<file path="src/rtl/lkvc_pkg.sv">
`timescale 1ns / 1ps
// Shared constants and types for the LRU key-value cache.
package lkvc_pkg;

    localparam int ENTRIES_DEF = 8;
    localparam int DATA_W      = 32;
    localparam int CAP_W       = 4;

    localparam logic [CAP_W-1:0]  CAP_RESET  = 4'd8;
    localparam logic [DATA_W-1:0] MISS_VALUE = '1;

    localparam logic OP_GET = 1'b0;
    localparam logic OP_SET = 1'b1;

    // Broadcast command to every entry lane for one request.
    typedef struct packed {
        logic touch;   // key hit: make the selected entry most recent
        logic insert;  // set miss: fill the selected slot as most recent
        logic write;   // store the request value into the selected entry
    } t_lane_cmd;

endpackage

</file>
<file path="src/rtl/lkvc_lane.sv">
`timescale 1ns / 1ps
// One cache entry: key, value, valid bit and age, with its own key compare.
module lkvc_lane #(
    parameter int AW = 3
) (
    input  logic                        i_clk,
    input  logic                        i_rst_n,
    input  lkvc_pkg::t_lane_cmd         i_cmd,
    input  logic                        i_sel,
    input  logic [AW-1:0]               i_thr,
    input  logic [lkvc_pkg::DATA_W-1:0] i_key,
    input  logic [lkvc_pkg::DATA_W-1:0] i_value,
    output logic                        o_match,
    output logic                        o_valid,
    output logic [AW-1:0]               o_age,
    output logic [lkvc_pkg::DATA_W-1:0] o_value
);

    logic [lkvc_pkg::DATA_W-1:0] r_key;
    logic [lkvc_pkg::DATA_W-1:0] r_value;
    logic                        r_valid;
    logic [AW-1:0]               r_age;
    logic                        n_valid;
    logic [AW-1:0]               n_age;
    logic                        wr_en;

    assign o_match = r_valid && (r_key == i_key);
    assign o_valid = r_valid;
    assign o_age   = r_age;
    assign o_value = r_value;

    assign wr_en = i_sel && ((i_cmd.insert) || (i_cmd.touch && i_cmd.write));

    always_comb begin
        n_valid = r_valid;
        n_age   = r_age;
        if (i_cmd.insert) begin
            if (i_sel) begin
                n_valid = 1'b1;
                n_age   = '0;
            end else if (r_valid) begin
                n_age = r_age + AW'(1);
            end
        end else if (i_cmd.touch) begin
            if (i_sel) begin
                n_age = '0;
            end else if (r_valid && (r_age < i_thr)) begin
                // entries younger than the touched one age by one
                n_age = r_age + AW'(1);
            end
        end
    end

    always_ff @(posedge i_clk) begin
        if (!i_rst_n) begin
            r_valid <= 1'b0;
            r_age   <= '0;
        end else begin
            r_valid <= n_valid;
            r_age   <= n_age;
        end
    end

    always_ff @(posedge i_clk) begin
        if (wr_en) begin
            r_value <= i_value;
        end
        if (i_cmd.insert && i_sel) begin
            r_key <= i_key;
        end
    end

endmodule

</file>
<file path="src/rtl/lkvc_sel.sv">
`timescale 1ns / 1ps
// Slot selection: hit encoder, lowest free slot and least recent slot.
module lkvc_sel #(
    parameter int ENTRIES = 8,
    parameter int AW      = 3,
    parameter int IW      = 3,
    parameter int OW      = 4
) (
    input  logic [ENTRIES-1:0] i_match,
    input  logic [ENTRIES-1:0] i_valid,
    input  logic [AW-1:0]      i_age [ENTRIES],
    input  logic [OW-1:0]      i_occ,
    input  logic               i_full,
    output logic               o_hit,
    output logic [IW-1:0]      o_hit_idx,
    output logic [IW-1:0]      o_victim_idx
);

    logic [AW-1:0] oldest_age;
    logic [IW-1:0] free_idx;
    logic [IW-1:0] old_idx;

    // valid ages are always 0 .. occupancy-1, so the oldest is occupancy-1
    assign oldest_age = AW'(i_occ - OW'(1));

    always_comb begin
        o_hit_idx = '0;
        free_idx  = '0;
        old_idx   = '0;
        for (int i = ENTRIES - 1; i >= 0; i--) begin
            if (i_match[i]) begin
                o_hit_idx = IW'(i);
            end
            if (!i_valid[i]) begin
                free_idx = IW'(i);
            end
            if (i_valid[i] && (i_age[i] == oldest_age)) begin
                old_idx = IW'(i);
            end
        end
    end

    assign o_hit        = |i_match;
    assign o_victim_idx = i_full ? old_idx : free_idx;

endmodule

</file>
<file path="src/rtl/lru_key_value_cache.sv">
`timescale 1ns / 1ps
// A get request passes through the request register and then the result register, which drives o_done.
// Throughput: one request per cycle; busy stays low, and the key compare over all lanes and the
// age update both work from the request register.
// Sets give no result. Results cannot be stalled and last exactly one cycle.
// Reset (synchronous, active low) empties the cache and sets capacity to 8; no clearing pass.
module lru_key_value_cache #(
    parameter int ENTRIES = lkvc_pkg::ENTRIES_DEF
) (
    input  logic                               i_clk,
    input  logic                               i_rst_n,
    input  logic                               start,
    output logic                               busy,
    input  logic                               i_op,
    input  logic signed [lkvc_pkg::DATA_W-1:0] i_lookup_key,
    input  logic signed [lkvc_pkg::DATA_W-1:0] i_store_value,
    input  logic                               i_cfg_we,
    input  logic [lkvc_pkg::CAP_W-1:0]         i_cfg_data,
    output logic                               o_done,
    output logic                               o_hit,
    output logic signed [lkvc_pkg::DATA_W-1:0] o_read_value
);

    localparam int AW = (ENTRIES > 1) ? $clog2(ENTRIES) : 1;
    localparam int IW = AW;
    localparam int OW = $clog2(ENTRIES + 1);

    logic                        r_req_vld;
    logic                        r_op;
    logic [lkvc_pkg::DATA_W-1:0] r_key;
    logic [lkvc_pkg::DATA_W-1:0] r_val;
    logic [lkvc_pkg::CAP_W-1:0]  r_cap;
    logic [OW-1:0]               r_occ;
    logic [OW-1:0]               n_occ;
    logic                        r_res_vld;
    logic                        r_hit;
    logic [lkvc_pkg::DATA_W-1:0] r_rdata;

    logic [ENTRIES-1:0]          lane_match;
    logic [ENTRIES-1:0]          lane_valid;
    logic [AW-1:0]               lane_age   [ENTRIES];
    logic [lkvc_pkg::DATA_W-1:0] lane_value [ENTRIES];

    logic                        hit;
    logic [IW-1:0]               hit_idx;
    logic [IW-1:0]               victim_idx;
    logic [IW-1:0]               target_idx;
    logic [7:0]                  cap_eff;
    logic                        full;
    logic                        set_miss;
    lkvc_pkg::t_lane_cmd         cmd;

    assign busy = 1'b0;

    // request register
    always_ff @(posedge i_clk) begin
        if (!i_rst_n) begin
            r_req_vld <= 1'b0;
        end else begin
            r_req_vld <= start && !busy;
        end
    end

    always_ff @(posedge i_clk) begin
        if (start && !busy) begin
            r_op  <= i_op;
            r_key <= i_lookup_key;
            r_val <= i_store_value;
        end
    end

    always_ff @(posedge i_clk) begin
        if (!i_rst_n) begin
            r_cap <= lkvc_pkg::CAP_RESET;
        end else if (i_cfg_we) begin
            r_cap <= i_cfg_data;
        end
    end

    // clamp capacity to 1 .. ENTRIES
    always_comb begin
        if (r_cap == '0) begin
            cap_eff = 8'd1;
        end else if (8'(r_cap) > 8'(ENTRIES)) begin
            cap_eff = 8'(ENTRIES);
        end else begin
            cap_eff = 8'(r_cap);
        end
    end

    assign full     = 8'(r_occ) >= cap_eff;
    assign set_miss = r_req_vld && (r_op == lkvc_pkg::OP_SET) && !hit;

    assign cmd.touch  = r_req_vld && hit;
    assign cmd.insert = set_miss;
    assign cmd.write  = r_op == lkvc_pkg::OP_SET;

    assign target_idx = hit ? hit_idx : victim_idx;

    always_comb begin
        n_occ = r_occ;
        if (set_miss && !full) begin
            n_occ = r_occ + OW'(1);
        end
    end

    always_ff @(posedge i_clk) begin
        if (!i_rst_n) begin
            r_occ <= '0;
        end else begin
            r_occ <= n_occ;
        end
    end

    for (genvar g = 0; g < ENTRIES; g++) begin : g_lane
        lkvc_lane #(
            .AW(AW)
        ) u_lane (
            .i_clk   (i_clk),
            .i_rst_n (i_rst_n),
            .i_cmd   (cmd),
            .i_sel   (target_idx == IW'(g)),
            .i_thr   (lane_age[hit_idx]),
            .i_key   (r_key),
            .i_value (r_val),
            .o_match (lane_match[g]),
            .o_valid (lane_valid[g]),
            .o_age   (lane_age[g]),
            .o_value (lane_value[g])
        );
    end

    lkvc_sel #(
        .ENTRIES (ENTRIES),
        .AW      (AW),
        .IW      (IW),
        .OW      (OW)
    ) u_sel (
        .i_match      (lane_match),
        .i_valid      (lane_valid),
        .i_age        (lane_age),
        .i_occ        (r_occ),
        .i_full       (full),
        .o_hit        (hit),
        .o_hit_idx    (hit_idx),
        .o_victim_idx (victim_idx)
    );

    // result register
    always_ff @(posedge i_clk) begin
        if (!i_rst_n) begin
            r_res_vld <= 1'b0;
        end else begin
            r_res_vld <= r_req_vld && (r_op == lkvc_pkg::OP_GET);
        end
    end

    always_ff @(posedge i_clk) begin
        if (r_req_vld && (r_op == lkvc_pkg::OP_GET)) begin
            r_hit   <= hit;
            r_rdata <= hit ? lane_value[hit_idx] : lkvc_pkg::MISS_VALUE;
        end
    end

    assign o_done       = r_res_vld;
    assign o_hit        = r_hit;
    assign o_read_value = r_rdata;

endmodule

</file>
<file path="config.mk">
export PLATFORM = sky130hd
export DESIGN_NAME = lru_key_value_cache
export DESIGN_NICKNAME = d
export VERILOG_FILES = /design/src/rtl/lkvc_pkg.sv /design/src/rtl/lkvc_lane.sv /design/src/rtl/lkvc_sel.sv /design/src/rtl/lru_key_value_cache.sv
export SDC_FILE = /design/constraint.sdc
export NUM_CORES = 1
export LEC_CHECK = 0
export ABC_AREA = 1
export BUFFER_PORTS_ARGS = -buffer_cell sky130_fd_sc_hd__buf_2
export CORE_AREA = 8 8 203 302
export DETAILED_ROUTE_END_ITERATION = 10
export DIE_AREA = 0 0 211 310
export HOLD_SLACK_MARGIN = 0.06
export MAX_ROUTING_LAYER = met4
export PLACE_DENSITY = 0.68
export SLEW_MARGIN = 10
export SYNTH_ARGS = -nofsm -noshare
export SYNTH_HDL_FRONTEND = slang
export SYNTH_SLANG_ARGS = --single-unit
</file>
<file path="constraint.sdc">
create_clock -name i_clk -period 8.2 [get_ports i_clk]
set_clock_uncertainty 0.1 [all_clocks]
set_input_delay 0.41 -clock i_clk [delete_from_list [all_inputs] [get_ports i_clk]]
set_output_delay 0.41 -clock i_clk [all_outputs]
set_load 0.1 [all_outputs]
</file>
==> results of run 1 <==
==> per-layer routing <==
metal	GRT usage (%)	vias up	wire, µm
li1	-	8941	-
met1	28.5	9494	30400
met2	45.6	677	43000
met3	2.79	201	3850
met4	15.4	0	5510
met5	-	-	0
==> cell usage after synthesis, drive strengths merged <==
library cell	number	area share [%]
a2111oi	1	0.031
a211oi	6	0.16
a21oi	105	1.9
a31oi	2	0.044
and2	2	0.044
buf	56	1.0
clkbuf	54	0.72
clkinv	1	0.013
conb	1	0.013
dfxtp	42	3.0
edfxtp	610	65
ha	22	0.98
inv	233	3.1
nand2	533	7.2
nand3	327	6.0
nand3b	1	0.027
nand4	43	0.95
nor2	120	1.6
nor3	29	0.61
nor4	12	0.33
o2111ai	6	0.19
o211ai	6	0.16
o21ai	59	1.1
o221ai	5	0.16
o22ai	31	0.69
o311ai	2	0.062
o31ai	1	0.027
o32ai	1	0.031
o41ai	1	0.031
or2	62	1.4
or3	1	0.022
xnor2	66	2.1
xor2	42	1.3
==> power by group through the flow <==
stage | clock (mW) | sequential [mW] | combinational (mW)
after detailed placement | 0 | 3.87 | 0.300
after floorplan | 0 | 3.84 | 0.172
after CTS | 2.99 | 3.80 | 0.331
after global placement | 0 | 3.87 | 0.299
final | 2.95 | 3.80 | 0.331
after global routing | 3.11 | 3.81 | 0.354
==> sequential cells by signal, indices dropped and copies added (netlist names) <==
signal and count:
r_op 1, r_occ 4, o_done 1, o_hit 1, r_key 32, g_lane.u_lane.o_value 256
g_lane.u_lane.r_key 256, r_val 32, r_req_vld 1, g_lane.u_lane.o_valid 8, r_cap 4, g_lane.u_lane.o_age 24
o_read_value 32
==> worst max path at each step <==
stage          startpoint                          to  slack (ps)  depth (start not counted)
6_report        r_key[17]   g_lane[1].u_lane.o_age[1]        1490                         27
5_1_grt         r_key[21]   g_lane[0].u_lane.o_age[0]        1050                         27
4_1_cts         r_key[17]  g_lane[3].u_lane.r_key[25]        1420                         18
3_5_place_dp    r_key[17]  g_lane[3].u_lane.r_key[28]        1430                         18
3_3_place_gp    r_key[17]  g_lane[3].u_lane.r_key[24]        1580                         18
2_1_floorplan    r_occ[0]   g_lane[6].u_lane.r_key[0]        2620                         18
==> final cells by class <==
cell class,instances,area [µm²]
fillers,4788,24700
flip-flops and latches,652,19200
clock buffers,70,1550
repair buffers,219,1580
multi-input cells,1487,7790
well taps,770,963
clock inverters,43,532
inverters,234,878
==> through the flow <==
step	worst slack [ps]	hold slack [ps]	utilization, %	area (µm²)
2_1_floorplan	2620	343	-	28200
3_3_place_gp	1580	357	51.8	29600
3_5_place_dp	1430	372	51.8	29600
4_1_cts	1420	149	56.8	32400
5_1_grt	1050	164	56.8	32400
6_report	1490	161	56.8	32400
==> cells by family (layout without fill, tap and decap cells) <==
kind of cell               Yosys count  in the layout
DFF                                652            652
xor gates and xnor gates           108            108
adders and majority gates           22             22
and+or+nand+nor                   1130           1130
other                                1              1
AOI/OAI and AO/OA                  226            226
buffers and inverters              344            566
==> run summary, run 1 <==
Setup Crit Path Kind: reg2reg
worst r2r dst: g_lane[1].u_lane.o_age[1]
combined global-route utilization of all metal layers: 26.0%
Placement Rows: 108
data arrival time at the worst-slack endpoint: 7090 ps
post-layout power: 7.08 mW
remaining global-route overflow: 0
Min-Delay Startpoint: start
placer congestion estimate: 0.996
violation count after the first detailed-routing iteration: 1,479
Clock Latency Late Sink: 660 ps
core area: 57,200 µm²
mean routed wirelength per cell: 23.8 µm
Vias/cell: 5.56
Cell Int Power: 5.49 mW
leakage power total: 11.9 nW
die outline width: 211 µm
total instance count after detailed placement: 3,284
fraction of the mapped netlist area in adder cells: 0.977%
CTS tree: yes
maximum number of pins on one net before global-route repair: 97
peak per-stage delay on the critical path: 670 ps
post-synthesis instance area: 28,200 µm²
number of antenna violations at the first check in global routing: 0
leading cell types in the layout, fill and taps excluded: 610 x sky130_fd_sc_hd__edfxtp_1, 524 x sky130_fd_sc_hd__nand2_1, 321 x sky130_fd_sc_hd__nand3_1
Finished Layout Cells: 3,475
share of the cycle needed by the critical path after routing: 81.8%
transition time at the pin with the least slew margin: 1180 ps
Max Cap Violations: 0
number of diodes: 0
Clock H-tree levels: 2
nature of the critical path endpoint: flop
share of synthesized area spent on multiplexers: 0%
effective utilization at floorplan: 49.3%
Reg power frac: 53.7%
crit path buf inv count: 6
family with the most delay on the worst path: simple AND/OR/NAND/NOR gates
shortest clock period the worst path allows after layout: 6710 ps
number of max-slew violations in the final report: 0
outcome: finished clean
Detailed Routing Iterations Pass 1: 7
fraction of power spent switching nets: 22.4%
final-stage net count: 2,749
Power Density: 218 nW/µm²
share of the synthesized area in compound gates (AO/OA/AOI/OAI): 4.57%
Num Clock Sinks: 652
root buffer cell: sky130_fd_sc_hd__clkbuf_16
CTS max path bufs: 3
Hold Buf Count CTS: 78
flops & latches, synth: 652
Worst path slowest cell: sky130_fd_sc_hd__buf_4
most common library cell in the layout ignoring fill and taps: sky130_fd_sc_hd__edfxtp_1
Critical Path Start Type: flop
total nets after synthesis: 2,578
Synth Instances: 2,483
cell repeated most along the worst path: sky130_fd_sc_hd__nand2_1
mean cell area of the mapped netlist: 11.3 µm²
fraction of layout instances using a drive strength above 1: 13.0%
count of port buffers added during placement: 106
number of CTS-inserted buffers: 60
hold path endpoint: r_key[21]
area of the die: 65,400 µm²
number of vias in the routed layout: 19,313
IR drop worst, VDD: 0.190 mV
R2R Path Start: r_key[17]
type of the tightest min-delay check: in2reg
setup repair after global routing missed its margin: false
distinct cell type count of the synthesized netlist: 53
antenna-violating nets left: 0
final wirelength: 82,800 µm
vias in the first global route: 19,546
detailed-route DRC error count: 0
worst hold path stage count: 1
dominant combinational cell family by area after synthesis: simple AND/OR/NAND/NOR gates
area delta synth->final: 15.2%
die height: 310 µm
worst reg2reg setup slack: 1490 ps
Clk network pwr share: 41.7%
logic gate share of total power: 4.7%
yosys synthesis warning count: 0
final HPWL from detailed placement: 55,300 µm
I/O pin cnt: 108
clock slew at the register clock pins of the worst setup and hold paths: 70 ps
Net Switching: 1.58 mW
Register-to-Register Path Depth: 27
Hold Fails Final Rpt: 0
Slew headroom: 21.2%
sequential-to-total area share from yosys stat: 68.0%
Critical Path Fanout Max: 71
fmax: 149 MHz
quantity of gates resized following cts: 0
postcts setup bufs: 0
aggregate negative setup slack: 0 ps
first-pass GRT wire length: 123,000 µm
count of final setup violators: 0
synthesized-area fraction occupied by xor and xnor cells: 3.42%
required time reported for the critical path endpoint: 8580 ps
synthesized-area fraction occupied by and/or/nand/nor cells: 18.1%
No activity file was read; power rests on OpenSTA's default activity.
==> run 2, diff against run 1 <==
Clock period 8.2 ns to 6.47 ns, I/O delays scaled along.
==> run 2 against run 1 <==
  * Register-to-register slack got worse by 570 ps
  * Die area did not move
  * Sequential share of layout area about the same
  * Via count grew 0.80%
==> run summary, run 2 (synthesis gave the netlist of run 1 again) <==
outcome: finished clean
first-pass GRT wire length: 120,000 µm (-1.9%)
area of the die: 65,400 µm² (unchanged)
Power Density: 268 nW/µm² (+23%)
share of the cycle needed by the critical path after routing: 85.7% (+3.9 points)
Hold Fails Final Rpt: 0 (unchanged)
Placement Rows: 108 (unchanged)
sequence of cells on the critical path: inv_1 > nand2_1 > nand4_1 > nor2_1 > nand3_1 > nor2_1 > nand3_1 > nand2_1 > nand2_1 > nand2_1 > nand2_1 > nand2_4 > buf_4 > buf_4 > nand3_1 > nand3_1 > a21oi_1 > or2_2 > inv_1
leakage power total: 11.9 nW (about the same)
core area: 57,200 µm² (unchanged)
Clock Latency Late Sink: 650 ps (about the same)
count of final setup violators: 0 (unchanged)
Vias/cell: 5.57 (+0.28%)
required time reported for the critical path endpoint: 6890 ps (-1690 ps)
type of the tightest min-delay check: in2reg
transition time at the pin with the least slew margin: 1240 ps (+62.9 ps)
postcts setup bufs: 0 (unchanged)
Cell Int Power: 6.73 mW (+22%)
nature of the critical path endpoint: flop
fmax: 180 MHz (+21%)
Setup Crit Path Kind: reg2reg
Detailed Routing Iterations Pass 1: 6 (-1)
cell repeated most along the worst path: sky130_fd_sc_hd__nand2_1
setup repair after global routing missed its margin: false
count of port buffers added during placement: 106 (unchanged)
I/O pin cnt: 108 (unchanged)
IR drop worst, VDD: 0.222 mV (+17%)
Clock H-tree levels: 2 (unchanged)
final HPWL from detailed placement: 52,500 µm (-5.0%)
filler cell count: 4,743 (-0.94%)
fraction of layout instances using a drive strength above 1: 13.3% (+0.36 points)
mean routed wirelength per cell: 23.1 µm (-3.2%)
placer congestion estimate: 1.01 (+1.7%)
Worst path slowest cell: sky130_fd_sc_hd__edfxtp_1
Critical Path Fanout Max: 86 (+21%)
shortest clock period the worst path allows after layout: 5540 ps (-1160 ps)
Num Clock Sinks: 652 (unchanged)
violation count after the first detailed-routing iteration: 1,388 (-6.2%)
Net Switching: 1.95 mW (+24%)
final-stage net count: 2,767 (+0.65%)
leading cell types in the layout, fill and taps excluded: 610 x sky130_fd_sc_hd__edfxtp_1, 524 x sky130_fd_sc_hd__nand2_1, 321 x sky130_fd_sc_hd__nand3_1
die outline width: 211 µm (unchanged)
number of antenna violations at the first check in global routing: 2 (+2)
peak per-stage delay on the critical path: 890 ps (+220 ps)
post-layout power: 8.69 mW (+23%)
area delta synth->final: 15.1% (about the same)
Max Cap Violations: 0 (unchanged)
data arrival time at the worst-slack endpoint: 5960 ps (-1130 ps)
combined global-route utilization of all metal layers: 25.3% (-0.69 points)
clock slew at the register clock pins of the worst setup and hold paths: 70 ps (about the same)
most common library cell in the layout ignoring fill and taps: sky130_fd_sc_hd__edfxtp_1
remaining global-route overflow: 0 (unchanged)
quantity of gates resized following cts: 0 (unchanged)
detailed-route DRC error count: 0 (unchanged)
final wirelength: 80,600 µm (-2.7%)
die height: 310 µm (unchanged)
effective utilization at floorplan: 49.3% (unchanged)
number of CTS-inserted buffers: 60 (unchanged)
CTS tree: yes
aggregate negative setup slack: 0 ps (unchanged)
root buffer cell: sky130_fd_sc_hd__clkbuf_16
Clk network pwr share: 39.6% (-2.1 points)
number of vias in the routed layout: 19,468 (+0.80%)
maximum number of pins on one net before global-route repair: 113 (+16%)
antenna-violating nets left: 0 (unchanged)
logic gate share of total power: 5.1% (+0.4 points)
final core area utilization: 56.7% (about the same)
number of max-slew violations in the final report: 0 (unchanged)
CTS max path bufs: 3 (unchanged)
Reg power frac: 55.3% (+1.6 points)
Worst Hold Margin: 279 ps (+118 ps)
Hold Buf Count CTS: 79 (+1.3%)
Slew headroom: 17.3% (-3.9 points)
vias in the first global route: 19,911 (+1.9%)
fraction of power spent switching nets: 22.5% (+0.15 points)
Critical Path Start Type: flop
==> run 2: cell count changes in the layout (fill, tap and decap cells not counted), sizes merged <==
cell         before  now
bufinv           10    4
clkbuf           70   76
diode             0    1
buf             141  158
clkinv           32   31
dlygate4sd3      78   79
==> run 2: power by group through the flow <==
| stage | Clock, mW | Sequential, mW | Combinational [mW] |
|---|---|---|---|
| floorplan | 0 | 4.86 | 0.217 |
| global placement | 0 | 4.89 | 0.399 |
| detailed placement | 0 | 4.89 | 0.402 |
| CTS | 3.52 | 4.80 | 0.442 |
| global route | 3.66 | 4.81 | 0.472 |
| finish | 3.44 | 4.80 | 0.441 |
==> run 2: stage by stage <==
stage / instances / worst slack (ps) / area, µm²
6_report: 3493 / 926 / 32400
3_3_place_gp: 3301 / 1070 / 29700
4_1_cts: 3492 / 984 / 32400
3_5_place_dp: 3301 / 1040 / 29700
5_1_grt: 3493 / 590 / 32400
2_1_floorplan: 2483 / 887 / 28200
==> run 2: layout make-up <==
cell class / instances / area [µm²] / area share, %
Timing Repair Buffer: 237 / 1750 / 5.40
Clock inverter: 36 / 318 / 0.980
Sequential cell: 652 / 19200 / 59.1
Tap cell: 770 / 963 / 2.97
Multi-Input combinational cell: 1487 / 7790 / 24.0
Inverter: 234 / 878 / 2.71
Antenna cell: 1 / 2.50 / 0.00772
Clock buffer: 76 / 1570 / 4.85
==> run 2: layer usage <==
| layer | vias up | GRT usage, % | routed length [µm] |
|---|---|---|---|
| met5 | - | - | 0 |
| li1 | 8986 | - | - |
| met1 | 9460 | 26.3 | 28400 |
| met2 | 785 | 44.9 | 42100 |
| met3 | 237 | 3.28 | 4220 |
| met4 | 0 | 16.5 | 5830 |
==> run 2: path summary, 6_finish.rpt <==
check / start / to / slack [ps] / cells past startpoint
max reg2reg: r_key[25] / o_read_value[11] / 930 / 19
min reg2reg: r_occ[3] / r_occ[3] / 400 / 2
min: i_op / r_op / 280 / 2
max: r_key[25] / o_read_value[11] / 930 / 19
==> run 2: worst max-delay path, delay by kind of cell, from the launching register on <==
| kind | cells | cell delay [ps] |
|---|---|---|
| AND/OR/NAND/NOR | 14 | 2490 |
| AO/OA/AOI/OAI | 1 | 80 |
| buffers and inverters | 4 | 1760 |
| flip-flops | 1 | 890 |
